File: config.mk
export PLATFORM = sky130hd
export DESIGN_NAME = sd_card_spi_host_sequencer
export DESIGN_NICKNAME = d
export VERILOG_FILES = /design/src/hw/rtl/sdspi_pkg.sv /design/src/hw/rtl/sdspi_cfg_regs.sv /design/src/hw/rtl/sd_card_spi_host_sequencer.sv
export SDC_FILE = /design/constraint.sdc
export NUM_CORES = 1
export LEC_CHECK = 0
export BUFFER_PORTS_ARGS = -buffer_cell sky130_fd_sc_hd__buf_4
export CORE_UTILIZATION = 55
export CTS_CLUSTER_SIZE = 25
export DETAILED_ROUTE_END_ITERATION = 8
export PLACE_DENSITY_LB_ADDON = 0.12
export SYNTH_ARGS = -nofsm -noshare
export SYNTH_HDL_FRONTEND = slang
export SYNTH_SLANG_ARGS = --single-unit
File: constraint.sdc
create_clock -name aclk -period 4.45 [get_ports aclk]
set_clock_uncertainty 0.1 [all_clocks]
set_input_delay 0.445 -clock aclk [delete_from_list [all_inputs] [get_ports aclk]]
set_output_delay 0.445 -clock aclk [all_outputs]
set_load 0.02 [all_outputs]
File: src/hw/rtl/sdspi_pkg.sv
// Shared types and constants for the SD card SPI host sequencer
package sdspi_pkg;

    localparam int unsigned SectorBytes = 512;
    localparam int unsigned DummyBytes  = 10;

    typedef enum logic [3:0] {
        PH_IDLE, PH_DUMMY, PH_SEND, PH_R1, PH_REST, PH_END, PH_TOKEN,
        PH_RDATA, PH_RCRC, PH_WTOKEN, PH_WNEED, PH_WDATA, PH_WCRC,
        PH_DRESP, PH_BUSY
    } phase_t;

    typedef enum logic [3:0] {
        ST_CMD0, ST_CMD8, ST_OCR1, ST_CMD55, ST_ACMD41, ST_OCR2, ST_CMD16,
        ST_CMD17, ST_CMD24, ST_CMD13
    } stage_t;

    typedef enum logic [2:0] {
        KIND_INIT  = 3'd0,
        KIND_READ  = 3'd1,
        KIND_WRITE = 3'd2,
        KIND_CARD  = 3'd3,
        KIND_WDATA = 3'd4
    } kind_t;

    typedef enum logic [3:0] {
        STS_OK        = 4'd0,
        STS_CMD0      = 4'd1,
        STS_CMD8_V1   = 4'd2,
        STS_CMD8_BAD  = 4'd3,
        STS_OCR1      = 4'd4,
        STS_CMD55     = 4'd5,
        STS_ACMD41    = 4'd6,
        STS_OCR2      = 4'd7,
        STS_CMD16     = 4'd8,
        STS_CMD17     = 4'd9,
        STS_TOKEN     = 4'd10,
        STS_CMD24     = 4'd11,
        STS_DRESP     = 4'd12,
        STS_BUSY      = 4'd13,
        STS_CMD13     = 4'd14,
        STS_BUSY_REQ  = 4'd15
    } status_t;

    typedef enum logic [2:0] {
        CFG_R1_POLL, CFG_CMD_RETRY, CFG_APP_RETRY, CFG_TOKEN_WAIT,
        CFG_DRESP_WAIT, CFG_BUSY_WAIT
    } cfg_idx_t;

    typedef struct packed {
        logic       transfer_valid;
        logic [7:0] transfer_byte;
        logic       select_card;
        logic       sector_byte_valid;
        logic [7:0] sector_byte;
        logic       want_write_byte;
        logic       done_res;
        logic [3:0] status;
        logic       card_is_standard_out;
    } result_t;

    // Command frame byte for a stage; idx 0 is the command, 1..4 argument, 5 CRC
    function automatic logic [7:0] frame_byte(stage_t st, logic [2:0] idx,
                                              logic [31:0] addr);
        logic [31:0] arg;
        logic [7:0]  crc;
        logic [5:0]  cmd;
        arg = 32'h0;
        crc = 8'h00;
        unique case (st)
            ST_CMD0:   begin cmd = 6'd0;  crc = 8'h95; end
            ST_CMD8:   begin cmd = 6'd8;  arg = 32'h0000_01AA; crc = 8'h87; end
            ST_OCR1:   cmd = 6'd58;
            ST_CMD55:  cmd = 6'd55;
            ST_ACMD41: begin cmd = 6'd41; arg = 32'h4000_0000; end
            ST_OCR2:   cmd = 6'd58;
            ST_CMD16:  begin cmd = 6'd16; arg = 32'(SectorBytes); end
            ST_CMD17:  begin cmd = 6'd17; arg = addr; end
            ST_CMD24:  begin cmd = 6'd24; arg = addr; end
            ST_CMD13:  cmd = 6'd13;
            default:   cmd = 6'd0;
        endcase
        unique case (idx)
            3'd0:    frame_byte = {2'b01, cmd};
            3'd1:    frame_byte = arg[31:24];
            3'd2:    frame_byte = arg[23:16];
            3'd3:    frame_byte = arg[15:8];
            3'd4:    frame_byte = arg[7:0];
            default: frame_byte = crc;
        endcase
    endfunction

endpackage

File: src/hw/rtl/sdspi_cfg_regs.sv
// Configuration register file for the SD card SPI host sequencer
module sdspi_cfg_regs (
    input  logic        aclk,
    input  logic        aresetn,
    input  logic        cfg_we,
    input  logic [2:0]  cfg_index,
    input  logic [23:0] cfg_data,
    output logic [7:0]  r1_poll_limit,
    output logic [11:0] command_retry_limit,
    output logic [11:0] app_init_retry_limit,
    output logic [23:0] token_wait_limit,
    output logic [11:0] data_response_limit,
    output logic [23:0] busy_wait_limit
);
    logic [7:0]  r1_reg;
    logic [11:0] cmd_reg, app_reg, dresp_reg;
    logic [23:0] tok_reg, busy_reg;

    always_ff @(posedge aclk) begin
        if (!aresetn) begin
            r1_reg    <= 8'd255;
            cmd_reg   <= 12'd254;
            app_reg   <= 12'd4094;
            tok_reg   <= 24'd16777214;
            dresp_reg <= 12'd4094;
            busy_reg  <= 24'd16777214;
        end else if (cfg_we) begin
            case (cfg_index)
                sdspi_pkg::CFG_R1_POLL:    r1_reg    <= cfg_data[7:0];
                sdspi_pkg::CFG_CMD_RETRY:  cmd_reg   <= cfg_data[11:0];
                sdspi_pkg::CFG_APP_RETRY:  app_reg   <= cfg_data[11:0];
                sdspi_pkg::CFG_TOKEN_WAIT: tok_reg   <= cfg_data;
                sdspi_pkg::CFG_DRESP_WAIT: dresp_reg <= cfg_data[11:0];
                sdspi_pkg::CFG_BUSY_WAIT:  busy_reg  <= cfg_data;
                default: ;
            endcase
        end
    end

    assign r1_poll_limit        = r1_reg;
    assign command_retry_limit  = cmd_reg;
    assign app_init_retry_limit = app_reg;
    assign token_wait_limit     = tok_reg;
    assign data_response_limit  = dresp_reg;
    assign busy_wait_limit      = busy_reg;
endmodule

File: src/hw/rtl/sd_card_spi_host_sequencer.sv
// SD card SPI-mode host sequencer: top level
//
//  channel   | signals                                      | direction
//  s_        | kind, sector, card_byte, write_byte          | in, valid/ready
//  m_        | transfer, sector byte, write request, status | out, valid/ready
//  cfg_      | cfg_we, cfg_index, cfg_data                  | in, write only
//
// One word in, one word out; each word is handled by the FSM step.
// The result sits in an output register; a new word is taken whenever that
// register is empty or being drained, so the rate is one word per cycle.
// Reset is synchronous on aresetn; no clearing pass. A stalled m_ side holds
// s_ready low only while the output register is full and not taken.
module sd_card_spi_host_sequencer (
    input  logic        aclk,
    input  logic        aresetn,
    input  logic        cfg_we,
    input  logic [2:0]  cfg_index,
    input  logic [23:0] cfg_data,
    input  logic        s_valid,
    output logic        s_ready,
    input  logic [2:0]  s_kind,
    input  logic [31:0] s_sector,
    input  logic [7:0]  s_card_byte,
    input  logic [7:0]  s_write_byte,
    output logic        m_valid,
    input  logic        m_ready,
    output logic        m_transfer_valid,
    output logic [7:0]  m_transfer_byte,
    output logic        m_select_card,
    output logic        m_sector_byte_valid,
    output logic [7:0]  m_sector_byte,
    output logic        m_want_write_byte,
    output logic        m_done_res,
    output logic [3:0]  m_status,
    output logic        m_card_is_standard_out
);
    logic [7:0]  r1_lim;
    logic [11:0] cmd_lim, app_lim, dresp_lim;
    logic [23:0] tok_lim, busy_lim;

    sdspi_cfg_regs u_cfg (
        .aclk, .aresetn, .cfg_we, .cfg_index, .cfg_data,
        .r1_poll_limit(r1_lim), .command_retry_limit(cmd_lim),
        .app_init_retry_limit(app_lim), .token_wait_limit(tok_lim),
        .data_response_limit(dresp_lim), .busy_wait_limit(busy_lim)
    );

    sdspi_pkg::phase_t  phase_reg, phase_next;
    sdspi_pkg::stage_t  stage_reg, stage_next;
    logic               std_reg, std_next;
    logic [11:0]        retry_reg, retry_next;
    logic [23:0]        poll_reg, poll_next;
    logic [9:0]         bcnt_reg, bcnt_next;
    logic [31:0]        addr_reg, addr_next;
    logic [7:0]         r1_reg, r1_next;
    logic [31:0]        resp_reg, resp_next;
    sdspi_pkg::result_t res_reg, res;
    logic               mvalid_reg;

    logic accept;
    assign s_ready = !mvalid_reg || m_ready;
    assign accept  = s_valid && s_ready;

    // Zero limits act as one
    logic [7:0]  r1_e;
    logic [11:0] cmd_e, app_e, dresp_e;
    logic [23:0] tok_e, busy_e;
    assign r1_e    = (r1_lim == '0) ? 8'd1 : r1_lim;
    assign cmd_e   = (cmd_lim == '0) ? 12'd1 : cmd_lim;
    assign app_e   = (app_lim == '0) ? 12'd1 : app_lim;
    assign dresp_e = (dresp_lim == '0) ? 12'd1 : dresp_lim;
    assign tok_e   = (tok_lim == '0) ? 24'd1 : tok_lim;
    assign busy_e  = (busy_lim == '0) ? 24'd1 : busy_lim;

    logic [11:0] retry_inc;
    logic [23:0] poll_inc;
    logic [9:0]  bcnt_inc;
    logic [2:0]  rest_len;
    assign retry_inc = retry_reg + 12'd1;
    assign poll_inc  = poll_reg + 24'd1;
    assign bcnt_inc  = bcnt_reg + 10'd1;
    always_comb begin
        unique case (stage_reg)
            sdspi_pkg::ST_CMD8, sdspi_pkg::ST_OCR1, sdspi_pkg::ST_OCR2: rest_len = 3'd4;
            sdspi_pkg::ST_CMD13: rest_len = 3'd1;
            default: rest_len = 3'd0;
        endcase
    end

    always_comb begin
        logic [7:0]         r;
        sdspi_pkg::stage_t  nst;
        logic               do_start;
        logic               do_fin;
        logic [3:0]         fcode;
        logic               do_after_r1;
        logic               do_retry;
        logic [11:0]        rlim;
        logic [3:0]         rcode;
        sdspi_pkg::stage_t  rst_st;
        r           = r1_reg;
        nst         = stage_reg;
        do_start    = 1'b0;
        do_fin      = 1'b0;
        fcode       = sdspi_pkg::STS_OK;
        do_after_r1 = 1'b0;
        do_retry    = 1'b0;
        rlim        = cmd_e;
        rcode       = sdspi_pkg::STS_OK;
        rst_st      = stage_reg;

        phase_next = phase_reg;
        stage_next = stage_reg;
        std_next   = std_reg;
        retry_next = retry_reg;
        poll_next  = poll_reg;
        bcnt_next  = bcnt_reg;
        addr_next  = addr_reg;
        r1_next    = r1_reg;
        resp_next  = resp_reg;
        res        = '0;

        if (s_kind <= sdspi_pkg::KIND_WRITE) begin
            if (phase_reg != sdspi_pkg::PH_IDLE) begin
                res.done_res = 1'b1;
                res.status   = sdspi_pkg::STS_BUSY_REQ;
            end else if (s_kind == sdspi_pkg::KIND_INIT) begin
                retry_next = '0;
                bcnt_next  = '0;
                phase_next = sdspi_pkg::PH_DUMMY;
                res.transfer_valid = 1'b1;
                res.transfer_byte  = 8'hFF;
            end else begin
                addr_next = std_reg ? {s_sector[22:0], 9'd0} : s_sector;
                do_start  = 1'b1;
                nst = (s_kind == sdspi_pkg::KIND_READ) ? sdspi_pkg::ST_CMD17
                                                       : sdspi_pkg::ST_CMD24;
            end
        end else if (s_kind == sdspi_pkg::KIND_CARD) begin
            unique case (phase_reg)
                sdspi_pkg::PH_DUMMY: begin
                    bcnt_next = bcnt_inc;
                    if (bcnt_inc < 10'(sdspi_pkg::DummyBytes)) begin
                        res.transfer_valid = 1'b1;
                        res.transfer_byte  = 8'hFF;
                    end else begin
                        retry_next = '0;
                        do_start = 1'b1;
                        nst = sdspi_pkg::ST_CMD0;
                    end
                end
                sdspi_pkg::PH_SEND: begin
                    bcnt_next = bcnt_inc;
                    res.transfer_valid = 1'b1;
                    res.select_card    = 1'b1;
                    if (bcnt_inc < 10'd6) begin
                        res.transfer_byte = sdspi_pkg::frame_byte(stage_reg,
                                                bcnt_inc[2:0], addr_reg);
                    end else begin
                        poll_next  = '0;
                        phase_next = sdspi_pkg::PH_R1;
                        res.transfer_byte = 8'hFF;
                    end
                end
                sdspi_pkg::PH_R1: begin
                    if (s_card_byte != 8'hFF) begin
                        r = s_card_byte;
                        r1_next = r;
                        do_after_r1 = 1'b1;
                    end else begin
                        poll_next = poll_inc;
                        if (poll_inc >= {16'd0, r1_e}) begin
                            r = 8'hFF;
                            r1_next = r;
                            do_after_r1 = 1'b1;
                        end else begin
                            res.transfer_valid = 1'b1;
                            res.transfer_byte  = 8'hFF;
                            res.select_card    = 1'b1;
                        end
                    end
                end
                sdspi_pkg::PH_REST: begin
                    resp_next = {resp_reg[23:0], s_card_byte};
                    bcnt_next = bcnt_inc;
                    res.transfer_valid = 1'b1;
                    res.transfer_byte  = 8'hFF;
                    if (bcnt_inc < {7'd0, rest_len}) res.select_card = 1'b1;
                    else phase_next = sdspi_pkg::PH_END;
                end
                sdspi_pkg::PH_END: begin
                    unique case (stage_reg)
                        sdspi_pkg::ST_CMD0: begin
                            if (r == 8'h01) begin
                                retry_next = '0; do_start = 1'b1; nst = sdspi_pkg::ST_CMD8;
                            end else begin
                                do_retry = 1'b1; rcode = sdspi_pkg::STS_CMD0;
                                rst_st = sdspi_pkg::ST_CMD0;
                            end
                        end
                        sdspi_pkg::ST_CMD8: begin
                            if (r == 8'h09) begin
                                do_fin = 1'b1; fcode = sdspi_pkg::STS_CMD8_V1;
                            end else if (r == 8'h01 && resp_reg[11:8] == 4'h1 &&
                                         resp_reg[7:0] == 8'hAA) begin
                                retry_next = '0; do_start = 1'b1; nst = sdspi_pkg::ST_OCR1;
                            end else begin
                                do_fin = 1'b1; fcode = sdspi_pkg::STS_CMD8_BAD;
                            end
                        end
                        sdspi_pkg::ST_OCR1: begin
                            if (r == 8'h01 && resp_reg[20:16] != 5'd0 && resp_reg[15]) begin
                                retry_next = '0; do_start = 1'b1; nst = sdspi_pkg::ST_CMD55;
                            end else begin
                                do_retry = 1'b1; rcode = sdspi_pkg::STS_OCR1;
                                rst_st = sdspi_pkg::ST_OCR1;
                            end
                        end
                        sdspi_pkg::ST_CMD55: begin
                            if (r != 8'h01) begin
                                do_fin = 1'b1; fcode = sdspi_pkg::STS_CMD55;
                            end else begin
                                do_start = 1'b1; nst = sdspi_pkg::ST_ACMD41;
                            end
                        end
                        sdspi_pkg::ST_ACMD41: begin
                            if (r == 8'h00) begin
                                retry_next = '0; do_start = 1'b1; nst = sdspi_pkg::ST_OCR2;
                            end else begin
                                do_retry = 1'b1; rlim = app_e; rcode = sdspi_pkg::STS_ACMD41;
                                rst_st = sdspi_pkg::ST_CMD55;
                            end
                        end
                        sdspi_pkg::ST_OCR2: begin
                            if (r == 8'h00) begin
                                if (resp_reg[30]) begin
                                    std_next = 1'b0; do_fin = 1'b1;
                                end else begin
                                    retry_next = '0; do_start = 1'b1;
                                    nst = sdspi_pkg::ST_CMD16;
                                end
                            end else begin
                                do_retry = 1'b1; rcode = sdspi_pkg::STS_OCR2;
                                rst_st = sdspi_pkg::ST_OCR2;
                            end
                        end
                        sdspi_pkg::ST_CMD16: begin
                            if (r == 8'h00) begin
                                std_next = 1'b1; do_fin = 1'b1;
                            end else begin
                                do_retry = 1'b1; rcode = sdspi_pkg::STS_CMD16;
                                rst_st = sdspi_pkg::ST_CMD16;
                            end
                        end
                        sdspi_pkg::ST_CMD24: begin
                            do_start = 1'b1; nst = sdspi_pkg::ST_CMD13;
                        end
                        sdspi_pkg::ST_CMD13: begin
                            do_fin = 1'b1;
                            fcode = (r == 8'h00 && resp_reg[7:0] == 8'h00)
                                    ? sdspi_pkg::STS_OK : sdspi_pkg::STS_CMD13;
                        end
                        default: do_fin = 1'b1;
                    endcase
                end
                sdspi_pkg::PH_TOKEN: begin
                    res.transfer_byte = 8'hFF;
                    if (s_card_byte == 8'hFE) begin
                        bcnt_next = '0;
                        phase_next = sdspi_pkg::PH_RDATA;
                        res.transfer_valid = 1'b1;
                        res.select_card    = 1'b1;
                    end else begin
                        poll_next = poll_inc;
                        if (poll_inc >= tok_e) begin
                            do_fin = 1'b1; fcode = sdspi_pkg::STS_TOKEN;
                            res.transfer_byte = 8'h00;
                        end else begin
                            res.transfer_valid = 1'b1;
                            res.select_card    = 1'b1;
                        end
                    end
                end
                sdspi_pkg::PH_RDATA: begin
                    res.sector_byte_valid = 1'b1;
                    res.sector_byte       = s_card_byte;
                    res.transfer_valid    = 1'b1;
                    res.transfer_byte     = 8'hFF;
                    res.select_card       = 1'b1;
                    bcnt_next = bcnt_inc;
                    if ({1'b0, bcnt_inc} >= 11'(sdspi_pkg::SectorBytes)) begin
                        bcnt_next = '0;
                        phase_next = sdspi_pkg::PH_RCRC;
                    end
                end
                sdspi_pkg::PH_RCRC: begin
                    bcnt_next = bcnt_inc;
                    res.transfer_valid = 1'b1;
                    res.transfer_byte  = 8'hFF;
                    if (bcnt_inc < 10'd2) res.select_card = 1'b1;
                    else phase_next = sdspi_pkg::PH_END;
                end
                sdspi_pkg::PH_WTOKEN: begin
                    bcnt_next = '0;
                    phase_next = sdspi_pkg::PH_WNEED;
                    res.want_write_byte = 1'b1;
                end
                sdspi_pkg::PH_WDATA: begin
                    bcnt_next = bcnt_inc;
                    if ({1'b0, bcnt_inc} < 11'(sdspi_pkg::SectorBytes)) begin
                        phase_next = sdspi_pkg::PH_WNEED;
                        res.want_write_byte = 1'b1;
                    end else begin
                        bcnt_next = '0;
                        phase_next = sdspi_pkg::PH_WCRC;
                        res.transfer_valid = 1'b1;
                        res.transfer_byte  = 8'hFF;
                        res.select_card    = 1'b1;
                    end
                end
                sdspi_pkg::PH_WCRC: begin
                    bcnt_next = bcnt_inc;
                    res.transfer_valid = 1'b1;
                    res.transfer_byte  = 8'hFF;
                    res.select_card    = 1'b1;
                    if (bcnt_inc >= 10'd2) begin
                        poll_next = '0;
                        phase_next = sdspi_pkg::PH_DRESP;
                    end
                end
                sdspi_pkg::PH_DRESP: begin
                    if (s_card_byte[4:0] == 5'h05) begin
                        poll_next = '0;
                        phase_next = sdspi_pkg::PH_BUSY;
                        res.transfer_valid = 1'b1;
                        res.transfer_byte  = 8'hFF;
                        res.select_card    = 1'b1;
                    end else begin
                        poll_next = poll_inc;
                        if (poll_inc >= {12'd0, dresp_e}) begin
                            do_fin = 1'b1; fcode = sdspi_pkg::STS_DRESP;
                        end else begin
                            res.transfer_valid = 1'b1;
                            res.transfer_byte  = 8'hFF;
                            res.select_card    = 1'b1;
                        end
                    end
                end
                sdspi_pkg::PH_BUSY: begin
                    if (s_card_byte != 8'h00) begin
                        phase_next = sdspi_pkg::PH_END;
                        res.transfer_valid = 1'b1;
                        res.transfer_byte  = 8'hFF;
                    end else begin
                        poll_next = poll_inc;
                        if (poll_inc >= busy_e) begin
                            do_fin = 1'b1; fcode = sdspi_pkg::STS_BUSY;
                        end else begin
                            res.transfer_valid = 1'b1;
                            res.transfer_byte  = 8'hFF;
                            res.select_card    = 1'b1;
                        end
                    end
                end
                default: ;
            endcase
        end else if (s_kind == sdspi_pkg::KIND_WDATA) begin
            if (phase_reg == sdspi_pkg::PH_WNEED) begin
                phase_next = sdspi_pkg::PH_WDATA;
                res.transfer_valid = 1'b1;
                res.transfer_byte  = s_write_byte;
                res.select_card    = 1'b1;
            end
        end

        if (do_after_r1) begin
            res.transfer_valid = 1'b1;
            res.transfer_byte  = 8'hFF;
            res.select_card    = 1'b1;
            if (stage_reg == sdspi_pkg::ST_CMD17) begin
                if (r != 8'h00) begin
                    do_fin = 1'b1; fcode = sdspi_pkg::STS_CMD17; res.transfer_valid = 1'b0;
                end else begin
                    poll_next = '0; phase_next = sdspi_pkg::PH_TOKEN;
                end
            end else if (stage_reg == sdspi_pkg::ST_CMD24) begin
                if (r != 8'h00) begin
                    do_fin = 1'b1; fcode = sdspi_pkg::STS_CMD24; res.transfer_valid = 1'b0;
                end else begin
                    phase_next = sdspi_pkg::PH_WTOKEN; res.transfer_byte = 8'hFE;
                end
            end else if (rest_len != 3'd0) begin
                phase_next = sdspi_pkg::PH_REST; bcnt_next = '0; resp_next = '0;
            end else begin
                phase_next = sdspi_pkg::PH_END; res.select_card = 1'b0;
            end
        end

        // Bump the attempt count, then give up or resend
        if (do_retry) begin
            retry_next = retry_inc;
            if (retry_inc >= rlim) begin
                do_fin = 1'b1; fcode = rcode;
            end else begin
                do_start = 1'b1; nst = rst_st;
            end
        end

        if (do_start) begin
            stage_next = nst;
            phase_next = sdspi_pkg::PH_SEND;
            bcnt_next  = '0;
            res.transfer_valid = 1'b1;
            res.transfer_byte  = sdspi_pkg::frame_byte(nst, 3'd0, addr_next);
            res.select_card    = 1'b1;
        end

        if (do_fin) begin
            phase_next = sdspi_pkg::PH_IDLE;
            res.transfer_valid = 1'b0;
            res.transfer_byte  = 8'h00;
            res.select_card    = 1'b0;
            res.done_res = 1'b1;
            res.status   = fcode;
        end

        res.card_is_standard_out = std_next;
    end

    always_ff @(posedge aclk) begin
        if (!aresetn) begin
            phase_reg  <= sdspi_pkg::PH_IDLE;
            stage_reg  <= sdspi_pkg::ST_CMD0;
            std_reg    <= 1'b0;
            retry_reg  <= '0;
            poll_reg   <= '0;
            bcnt_reg   <= '0;
            addr_reg   <= '0;
            r1_reg     <= 8'hFF;
            resp_reg   <= '0;
            mvalid_reg <= 1'b0;
        end else begin
            if (accept) begin
                phase_reg <= phase_next;
                stage_reg <= stage_next;
                std_reg   <= std_next;
                retry_reg <= retry_next;
                poll_reg  <= poll_next;
                bcnt_reg  <= bcnt_next;
                addr_reg  <= addr_next;
                r1_reg    <= r1_next;
                resp_reg  <= resp_next;
            end
            if (accept) mvalid_reg <= 1'b1;
            else if (m_ready) mvalid_reg <= 1'b0;
        end
    end

    always_ff @(posedge aclk) begin
        if (accept) res_reg <= res;
    end

    assign m_valid                = mvalid_reg;
    assign m_transfer_valid       = res_reg.transfer_valid;
    assign m_transfer_byte        = res_reg.transfer_byte;
    assign m_select_card          = res_reg.select_card;
    assign m_sector_byte_valid    = res_reg.sector_byte_valid;
    assign m_sector_byte          = res_reg.sector_byte;
    assign m_want_write_byte      = res_reg.want_write_byte;
    assign m_done_res             = res_reg.done_res;
    assign m_status               = res_reg.status;
    assign m_card_is_standard_out = res_reg.card_is_standard_out;
endmodule

==> impl_metrics.py, run 1 <==
metrics = {
    "detailed_routing": {
        "wl_per_cell_um": 20.2,
        "route.met3.wl_um": 3780,
        "wirelength_um": 49800,
        "drtPass1Iterations": 6,
        "route.top_layer_used": "met4",
        "drc_errors": 0,
        "wl_met2_um": 22200,
        "drtIter0Drc": 1514,
        "ant_nets": 0,
        "drt-met1-wl_um": 22600,
        "routed_via_density": 6.29,
        "vias": 15500,
    },
    "synthesis": {
        "synth_seq_cells": 236,
        "synth_edf_count": 26,
        "ys.flop_type": "dfxtp_1",
        "synth-async-reset-ratio_pct": 0,
        "yosys_warnings": 0,
        "netlist_instances": 1916,
        "synth_area_per_cell_um2": 7.96,
        "synth_nets": 2087,
        "syn_area_um2": 15200,
        "ys_seq_area_share_pct": 32.7,
        "synth.distinct_cells": 98,
    },
    "cts": {
        "worstSkewPairLatency_ns": 0.56,
        "cts_hold_buffers": 0,
        "clockBufferDepth": 3,
        "htree_levels": 1,
        "cts_tree": "yes",
        "clockRootBuffer": "clkbuf_16",
        "cts_buffers": 27,
        "clock-sinks": 236,
        "clkTransAtPathRegs_ns": 0.06,
    },
    "final_layout": {
        "fillers": 2295,
        "fin_area_um2": 18400,
        "drive_above_1_share_pct": 18.1,
        "fin_cells": 2469,
        "layout_commonest_cell": "nand2_1",
        "multi_input_comb_area_um2": 9660,
        "antenna_cells": 0,
        "syn2layout_area_growth_pct": 20.6,
        "seqCellArea_um2": 4990,
        "final_util_pct": 67.8,
        "largest_reg_flops": 32,
        "mostFrequentLayoutCells": "257 x nand2_1, 245 x buf_4, 208 x dfxtp_1",
        "nets": 2247,
    },
    "critical_path": {
        "required_ns": 4.85,
        "criticalPathCategory": "register to register",
        "cp-start-kind": "register",
        "cp-startpoint": "r1_reg[1]$_SDFFE_PN1P_",
        "worst_ep_arrival_time_ns": 4.72,
        "crit_fanout": 10,
        "critPathCaptureType": "register",
        "timing.rr.start": "r1_reg[1]$_SDFFE_PN1P_",
    },
    "die": {
        "die_height_um": 168,
        "coreArea_um2": 27100,
        "num_io_pins": 111,
        "die_area_um2": 28400,
        "initial_utilization_pct": 56.2,
        "fp.dieW_um": 168,
        "rows": 60,
    },
    "run": {
        "cap_viol_max_count": 0,
    },
    "place": {
        "globalplace.congestion": 0.949,
        "postPlaceCellArea_um2": 17100,
        "io_buffers": 110,
        "placedCellCount": 2414,
        "preCtsSetupSlack_ns": -0.0761,
        "dp_hpwl_um": 36200,
    },
    "timing": {
        "worst_slack_ns": 0.132,
        "max_clock_freq_mhz": 232,
        "worst_pin_slew_ns": 1.22,
        "setup_viol": 0,
        "hold_viol_final": 0,
        "min_period_ns": 4.32,
        "timing.final.crit_share_pct": 97.0,
        "slew_violations": 0,
        "slew_headroom_pct": 18.0,
    },
    "global_routing": {
        "grt_pass1_wl_um": 77900,
        "grt_max_degree": 85,
        "grt_overflow": 0,
        "antenna_found_initial": 0,
        "grt_usage_pct": 34.2,
        "grt_pass1_vias": 14500,
    },
    "status": {
        "status": "finished clean",
    },
    "pwr": {
        "ir_drop_uv": 320,
        "power_density_nw_per_um2": 291,
        "p_leak_nw": 7.93,
    },
    "hold_path": {
        "hold_start": "cfg_data[21]",
        "hold_path_class": "input pin to register",
    },
}
## final timing paths
path	end	slack, ns	depth (start not counted)
worst max-delay path	bcnt_reg[0]$_SDFFE_PN0P_	0.13	19
worst min-delay path	u_cfg.token_wait_limit[21]$_SDFFE_PN1P_	0.02	3
worst max register to register	bcnt_reg[0]$_SDFFE_PN0P_	0.13	19
worst min register to register	addr_reg[4]$_SDFFE_PN0P_	0.35	2
## stage by stage
stage	setup TNS, ns	total power [mW]	hold WS (ns)
3_3_place_gp	0	2.89	0.339
2_1_floorplan	0	2.64	0.329
6_report	0	5.36	0.0216
4_1_cts	-0.00359	5.35	0.00887
3_5_place_dp	-0.178	2.90	0.347
5_1_grt	-0.0673	5.51	0.0241
## logic make-up after synthesis
logic type                 Yosys count  synth area share (%)
muxes                               46                  3.05
AOI/OAI and AO/OA                  541                  24.9
DFF                                236                  32.7
adders and majority gates           88                  7.22
xor gates and xnor gates            40                  2.35
buffers and inverters              216                  5.66
and+or+nand+nor                    749                  24.2
## what timing repair did
item,CTS,global route
endpoints found under the setup margin,5,38
resized for setup,4,43
buffers inserted,1,4
cloned,0,0
pin swaps,1,17
## cells in the mapped netlist, drive strengths merged, types with 7 or more instances
library cell / n / area [um^2]
o21ai: 86 / 442
o22ai: 20 / 125
nor4: 35 / 234
o32ai: 10 / 87.6
nand4: 26 / 181
clkbuf: 90 / 338
o211ai: 78 / 591
o2111ai: 9 / 78.8
a21oi: 104 / 524
a22oi: 30 / 235
xor2: 18 / 158
edfxtp: 26 / 781
and4: 7 / 61.3
a21o: 15 / 113
nand3: 64 / 325
xnor2: 22 / 200
o31ai: 15 / 113
ha: 88 / 1100
dfxtp: 210 / 4200
nor2: 175 / 686
nand2: 261 / 985
mux2i: 43 / 430
a211oi: 40 / 318
nand3b: 21 / 158
or2: 8 / 50.1
a31oi: 27 / 169
nor3: 38 / 213
and2: 18 / 113
a32o: 13 / 130
inv: 94 / 353
o21bai: 7 / 63.8
a22o: 7 / 61.3
nand2b: 24 / 150
nor2b: 13 / 81.3
or4: 8 / 60.1
or3: 11 / 68.8
a221oi: 11 / 114
and3: 22 / 138
buf: 29 / 161
o21a: 14 / 105
## layout make-up
type,count,area share (%)
multi-input combinational,1464,52.5
sequential,236,27.1
timing repair buffer,250,10.5
clock buffer,34,3.98
tap,372,2.53
inverter,97,1.98
clock inverter,16,1.36
## critical path, stage by stage (launching register included)
cell and delay (ns):
dfxtp_1 0.31, or4_4 0.56, nor2_4 0.18, nor2_4 0.07
nand3_4 0.12, buf_6 0.17, mux2i_1 0.24, ha_1 0.18
and4_1 0.20, o21ai_0 0.07, or3_1 0.37, a31oi_1 0.15
buf_4 0.18, nor2_2 0.05, buf_4 0.17, a221oi_4 0.31
nor3b_2 0.26, a21oi_1 0.10, nor2_2 0.24, mux2_2 0.20
## power breakdown
part / total [mW] / switching [mW] / internal [mW]
clock network: 2.48 / 0.959 / 1.52
registers: 2.25 / 0.0361 / 2.22
logic: 0.626 / 0.392 / 0.234
## per-layer routing
| metal | GRT usage [%] | up-vias |
|---|---|---|
| li1 | - | 7393 |
| met1 | 48.4 | 7384 |
| met2 | 54.8 | 670 |
| met3 | 4.21 | 92 |
| met4 | 9.17 | 0 |
| met5 | 0 | - |
Power figures use the tool's default switching activity.
==> run 2: changes to the inputs <==
- ABC_AREA: unset -> 1
==> run 2 against run 1 <==
  * Sequential cell count stayed put
  * Worst setup slack improved by 0.18 ns
  * Combinational power is 35% higher
  * First-iteration DRC count increased by 1.1%
  * Design area shrank 3.5%
  * Critical path depth up 6
  * Synthesized area rose by 2.8%
  * Global-route usage decreased by 2.0 points
  * Fmax increased by 4.5%
  * Clock power down 17%
==> impl_metrics.py, run 2 <==
metrics = {
    "die": {
        "die_height_um": 171,
        "num_io_pins": 111,
        "coreArea_um2": 27900,
        "fp.dieW_um": 171,
        "initial_utilization_pct": 56.1,
        "die_area_um2": 29200,
        "rows": 61,
    },
    "critical_path": {
        "timing.rr.start": "phase_reg[2]$_SDFFE_PN0P_",
        "cp-start-kind": "register",
        "slowest_stage": "dfxtp_2",
        "r2r_cells": 25,
        "criticalPathCategory": "register to register",
        "r2r-end": "m_transfer_byte[2]$_SDFFCE_PP0P_",
        "crit_fanout": 14,
        "critPathCaptureType": "register",
        "worst_ep_arrival_time_ns": 4.43,
        "reg2reg_slack_ns": 0.32,
        "required_ns": 4.75,
        "slowest_delay_ns": 0.38,
    },
    "detailed_routing": {
        "drtIter0Drc": 1530,
        "routed_via_density": 5.73,
        "drc_errors": 0,
        "drtPass1Iterations": 6,
        "ant_nets": 0,
        "wirelength_um": 47600,
        "vias": 16200,
        "wl_per_cell_um": 16.8,
    },
    "synthesis": {
        "synth_mux_area_share_pct": 0.256,
        "synth_simple_gate_area_share_pct": 29.9,
        "syn_area_um2": 15700,
        "ys.flop_type": "dfxtp_1",
        "synth_nets": 2529,
        "synth-async-reset-ratio_pct": 0,
        "synth_top_family_by_area": "simple AND/OR/NAND/NOR gates",
        "synth_area_per_cell_um2": 6.64,
        "synth.distinct_cells": 59,
        "synth.area.top_cells": "dfxtp_1 27%, nand2_1 14%, inv_1 7.0%",
        "synthAdderAreaFrac_pct": 7.03,
        "synth-compound-area-share_pct": 19.9,
        "yosys_warnings": 0,
        "yosys.cell_count.top_type": "nand2_1",
        "synth_edf_count": 26,
        "synth_top_area_cell": "dfxtp_1",
        "synth_seq_cells": 236,
        "ys_seq_area_share_pct": 31.8,
        "synthTopCellsByCount": "582 x nand2_1, 294 x inv_1, 210 x dfxtp_1, 191 x nor2_1, 176 x o21ai_0",
        "netlist_instances": 2358,
        "synth_xor_area_share_pct": 1.17,
        "post-synth-top-area-fraction_pct": 26.8,
    },
    "place": {
        "dp_hpwl_um": 35200,
        "globalplace.congestion": 1.05,
        "io_buffers": 110,
        "postPlaceCellArea_um2": 16900,
    },
    "global_routing": {
        "antenna_found_initial": 0,
        "grtUsageMet2_pct": 49.6,
        "gr-max-usage-layer": "met2",
        "grt_usage_pct": 32.1,
        "grt_pass1_vias": 14400,
        "grt_overflow": 0,
        "grt_use_met1_pct": 45.9,
        "use_met3_pct": 4.67,
        "grt_max_degree": 148,
        "grt_pass1_wl_um": 75200,
    },
    "final_layout": {
        "fillers": 2680,
        "seqCellArea_um2": 4990,
        "nets": 2610,
        "largest_reg_flops": 32,
        "antenna_cells": 0,
        "mostFrequentLayoutCells": "581 x nand2_1, 293 x inv_1, 209 x dfxtp_1",
        "final_util_pct": 63.5,
        "syn2layout_area_growth_pct": 13.3,
        "layout_commonest_cell": "nand2_1",
        "fin_area_um2": 17700,
        "drive_above_1_share_pct": 10.7,
        "multi_input_comb_area_um2": 9180,
    },
    "timing": {
        "setup_viol": 0,
        "slew_headroom_pct": 26.6,
        "min_period_ns": 4.13,
        "worst_pin_slew_ns": 1.09,
        "max_clock_freq_mhz": 242,
        "hold_viol_final": 0,
        "slew_violations": 0,
        "timing.final.crit_share_pct": 92.9,
    },
    "pwr": {
        "p_leak_nw": 8.39,
        "ir_drop_uv": 346,
        "power_density_nw_per_um2": 296,
    },
    "cts": {
        "cts_hold_buffers": 0,
        "clkTransAtPathRegs_ns": 0.06,
        "worstSkewPairLatency_ns": 0.56,
        "cts_buffers": 27,
        "cts_tree": "yes",
        "clock-sinks": 236,
        "htree_levels": 1,
        "clockRootBuffer": "clkbuf_16",
        "clockBufferDepth": 3,
    },
    "run": {
        "cap_viol_max_count": 0,
    },
    "hold_path": {
        "hold_path_class": "input pin to register",
        "hold_path_depth": 3,
        "whs_endpoint": "u_cfg.token_wait_limit[20]$_SDFFE_PN1P_",
        "hold_start": "cfg_data[20]",
    },
    "status": {
        "status": "finished clean",
    },
}
run 2: cell count changes in the layout (fill, tap and decap cells not counted), moves of 39 or more:
cell	change
nand2_1	+324
inv_1	+203
o21ai_0	+99
buf_4	-96
nand3_1	+79
a21oi_1	+60
mux2i_1	-39
run 2: how the worst max path moves through the flow:
stage / from / to / slack, ns / depth (start not counted)
floorplan: s_kind[1] / m_transfer_byte[4]$_SDFFCE_PP0P_ / 0.46 / 21
global placement: s_kind[2] / m_transfer_byte[4]$_SDFFCE_PP0P_ / 0.29 / 24
detailed placement: s_kind[2] / m_transfer_byte[4]$_SDFFCE_PP0P_ / 0.14 / 21
CTS: phase_reg[2]$_SDFFE_PN0P_ / m_transfer_byte[4]$_SDFFCE_PP0P_ / 0.12 / 23
global route: r1_reg[4]$_SDFFE_PN1P_ / m_transfer_byte[0]$_SDFFCE_PP0P_ / -0.02 / 26
finish: phase_reg[2]$_SDFFE_PN0P_ / m_transfer_byte[2]$_SDFFCE_PP0P_ / 0.32 / 25
run 2: cell type report:
| class | count | share of cell area, % |
|---|---|---|
| tap | 378 | 2.66 |
| clock buffer | 39 | 4.23 |
| timing repair buffer | 151 | 6.48 |
| clock inverter | 8 | 0.282 |
| inverter | 308 | 6.55 |
| multi-input combinational | 1715 | 51.7 |
| sequential | 236 | 28.1 |
run 2: through the flow:
step	power, mW	hold slack (ns)	setup slack [ns]	setup TNS [ns]	instances
after floorplan	2.90	0.331	0.462	0	2358
after global placement	3.19	0.350	0.288	0	2786
after detailed placement	3.20	0.354	0.143	0	2786
after CTS	5.27	0.00435	0.124	0	2833
after global routing	5.47	0.0266	-0.0217	-0.0329	2835
final	5.25	0.0303	0.317	0	2835
run 2: power breakdown:
group | switching [mW] | internal [mW] | leakage [nW]
clock network | 0.907 | 1.16 | 0.393
registers | 0.0777 | 2.26 | 1.98
logic | 0.552 | 0.290 | 6.01
total | 1.54 | 3.71 | 8.39
run 2: kinds of logic (layout without fill, tap and decap cells):
family,count (synthesis),in the layout
mux,4,4
compound gates,528,528
flops,236,236
xor+xnor,21,21
fa+ha+maj,88,88
buf+inv,407,506
simple gates,1074,1074
run 2: worst max-delay path, delay by kind of cell (launching register included):
kind | cells | cell delay (ns)
and+or+nand+nor | 13 | 1.65
muxes | 1 | 0.21
adders and majority gates | 1 | 0.27
buffers and inverters | 7 | 0.83
DFF | 1 | 0.38
AOI/OAI and AO/OA | 3 | 0.50
run 2: what timing repair did:
action / CTS / global route
setup buffers: 0 / 2
resized for setup: 0 / 13
setup endpoints to repair: 0 / 22
run 2: layer usage:
layer / up-vias / part of all wire, %
met5: - / 0
met4: 0 / 2.5
met3: 78 / 7.2
met2: 626 / 44
met1: 7413 / 47
li1: 8120 / -
==> run 3: changes to the inputs <==
- CTS_BUF_LIST: unset -> sky130_fd_sc_hd__clkbuf_8
==> run 3 against run 2 <==
  * Design area increased by 1.0%
  * Fmax increased by 0.12%
  * Global-route usage increased by 0.41 points
  * Hold slack improved by 0.018 ns
  * Cell count grew 1.3%
  * Register-to-register slack about the same
  * Clock-buffer cell count increased by 14
  * Critical path depth up 1
  * Highest routed layer unchanged
  * Clock power about the same
  * Sequential cell count stayed put
  * Die area unchanged
==> impl_metrics.py, run 3 (synthesized netlist as in run 2, its figures left out) <==
metrics = {
    "status": {
        "status": "finished clean",
    },
    "global_routing": {
        "gr-max-usage-layer": "met2",
        "grt_pass1_vias": 14700,
        "grt_max_degree": 148,
        "use_met3_pct": 4.42,
        "grt_use_met1_pct": 46.7,
        "grt_overflow": 0,
        "grt_usage_pct": 32.5,
        "grtUsageMet2_pct": 50.5,
        "antenna_found_initial": 0,
        "grt_pass1_wl_um": 76100,
    },
    "critical_path": {
        "timing.rr.start": "phase_reg[2]$_SDFFE_PN0P_",
        "required_ns": 4.67,
        "slowest_delay_ns": 0.39,
        "cp-start-kind": "register",
        "cp_num_buf_inv": 7,
        "slowest_stage": "dfxtp_2",
        "cpLargestDelayFamily": "simple AND/OR/NAND/NOR gates",
        "crit_fanout": 14,
        "crit_top_cell": "inv_1",
        "cp-startpoint": "phase_reg[2]$_SDFFE_PN0P_",
        "critPathCaptureType": "register",
        "criticalPathCategory": "register to register",
        "worst_ep_arrival_time_ns": 4.35,
    },
    "timing": {
        "slew_headroom_pct": 26.9,
        "worst_pin_slew_ns": 1.10,
        "max_clock_freq_mhz": 242,
        "slew_violations": 0,
        "hold_viol_final": 0,
        "timing.final.crit_share_pct": 92.8,
        "setup_viol": 0,
        "rsz0062_at_grt": "false",
        "min_period_ns": 4.13,
        "tns_ns": 0,
    },
    "cts": {
        "post_cts_buffers": 0,
        "clock-sinks": 236,
        "clockRootBuffer": "clkbuf_8",
        "clockBufferDepth": 3,
        "clkTransAtPathRegs_ns": 0.07,
        "worstSkewPairLatency_ns": 0.57,
        "cts_tree": "yes",
        "cts_buffers": 42,
        "htree_levels": 2,
    },
    "detailed_routing": {
        "ant_nets": 0,
        "routed_via_density": 5.75,
        "wirelength_um": 48100,
        "wl_per_cell_um": 16.7,
        "vias": 16500,
        "drtIter0Drc": 1436,
        "drc_errors": 0,
        "drtPass1Iterations": 5,
    },
    "final_layout": {
        "seqCellArea_um2": 4990,
        "fin_cells": 2871,
        "largest_reg_flops": 32,
        "antenna_cells": 0,
        "nets": 2636,
        "syn2layout_area_growth_pct": 14.4,
        "multi_input_comb_area_um2": 9180,
        "drive_above_1_share_pct": 11.4,
        "layout_commonest_cell": "nand2_1",
        "fillers": 2653,
        "mostFrequentLayoutCells": "582 x nand2_1, 302 x inv_1, 209 x dfxtp_1",
    },
    "pwr": {
        "power_density_nw_per_um2": 294,
        "ir_drop_uv": 219,
        "p_leak_nw": 8.53,
        "p_total_mw": 5.27,
    },
    "hold_path": {
        "hold_path_class": "input pin to register",
        "hold_start": "s_sector[31]",
    },
    "die": {
        "initial_utilization_pct": 56.1,
        "die_height_um": 171,
        "die_area_um2": 29200,
        "coreArea_um2": 27900,
        "num_io_pins": 111,
        "fp.dieW_um": 171,
        "rows": 61,
    },
    "place": {
        "dp_hpwl_um": 35200,
        "globalplace.congestion": 1.05,
        "placedCellCount": 2786,
        "io_buffers": 110,
    },
    "run": {
        "cap_viol_max_count": 0,
    },
}
## run 3: changes by cell type in the layout (fill, tap and decap cells not counted), moves of 2 or more
cell	change
dlygate4sd3_1	+13
clkbuf_16	-27
clkbuf_8	+50
clkbuf_1	-9
buf_4	-2
inv_1	+9
## run 3: routing by layer
| layer | up-vias | share of wire [%] |
|---|---|---|
| li1 | 8174 | - |
| met1 | 7608 | 47 |
| met2 | 645 | 44 |
| met3 | 86 | 7.3 |
| met4 | 0 | 2.0 |
| met5 | - | 0 |
## run 3: power breakdown
part	switching (mW)	leakage, nW	internal [mW]
registers	0.0772	1.98	2.26
clock network	0.948	0.484	1.13
logic	0.555	6.06	0.297
## run 3: path summary, 6_finish.rpt
| path | end | slack [ns] | depth (start not counted) |
|---|---|---|---|
| max | m_transfer_byte[4]$_SDFFCE_PP0P_ | 0.32 | 26 |
| min | addr_reg[31]$_SDFFE_PN0P_ | 0.05 | 3 |
| max reg2reg | m_transfer_byte[4]$_SDFFCE_PP0P_ | 0.32 | 26 |
| min reg2reg | retry_reg[7]$_SDFFE_PN0P_ | 0.36 | 2 |
## run 3: cell type report
| type | count | share of cell area, % |
|---|---|---|
| Clock inverter | 19 | 0.705 |
| Sequential cell | 236 | 27.8 |
| Timing Repair Buffer | 162 | 7.06 |
| Inverter | 308 | 6.51 |
| Tap cell | 378 | 2.64 |
| Clock buffer | 53 | 4.07 |
| Multi-Input combinational cell | 1715 | 51.2 |
## run 3: timing repair
item                                    CTS  global route
endpoints found under the setup margin    0            17
endpoints found under the hold margin    23             0
gates resized for setup                   0            14
hold buffers                             13             0
## run 3: through the flow
| step | instance area, um^2 | setup slack (ns) | hold WS, ns | util [%] |
|---|---|---|---|---|
| finish | 17900 | 0.322 | 0.0486 | 64.2 |
| global route | 17900 | 0.00490 | 0.0351 | 64.2 |
| global placement | 16900 | 0.288 | 0.350 | 60.4 |
| detailed placement | 16900 | 0.143 | 0.354 | 60.4 |
| floorplan | 15700 | 0.462 | 0.331 | - |
| CTS | 17900 | 0.150 | 0.0257 | 64.0 |
## run 3: worst reg2reg max path, cell delays in order, from the launching register on
cell	delay [ns]
dfxtp_2	0.39
inv_1	0.07
nor2_1	0.08
inv_1	0.07
nor2_2	0.13
inv_1	0.11
nor2_2	0.11
inv_1	0.09
nor2_2	0.16
buf_6	0.20
clkinvlp_4	0.18
nand3_1	0.10
nand2_1	0.05
inv_1	0.05
ha_1	0.24
a21oi_1	0.15
o21ai_0	0.11
nand2_1	0.08
nand4_1	0.22
nor2_4	0.28
a21oi_1	0.07
nand2_1	0.10
nand2_1	0.16
nand4_1	0.21
nand3_1	0.12
o21ai_1	0.16
o21ai_1	0.08
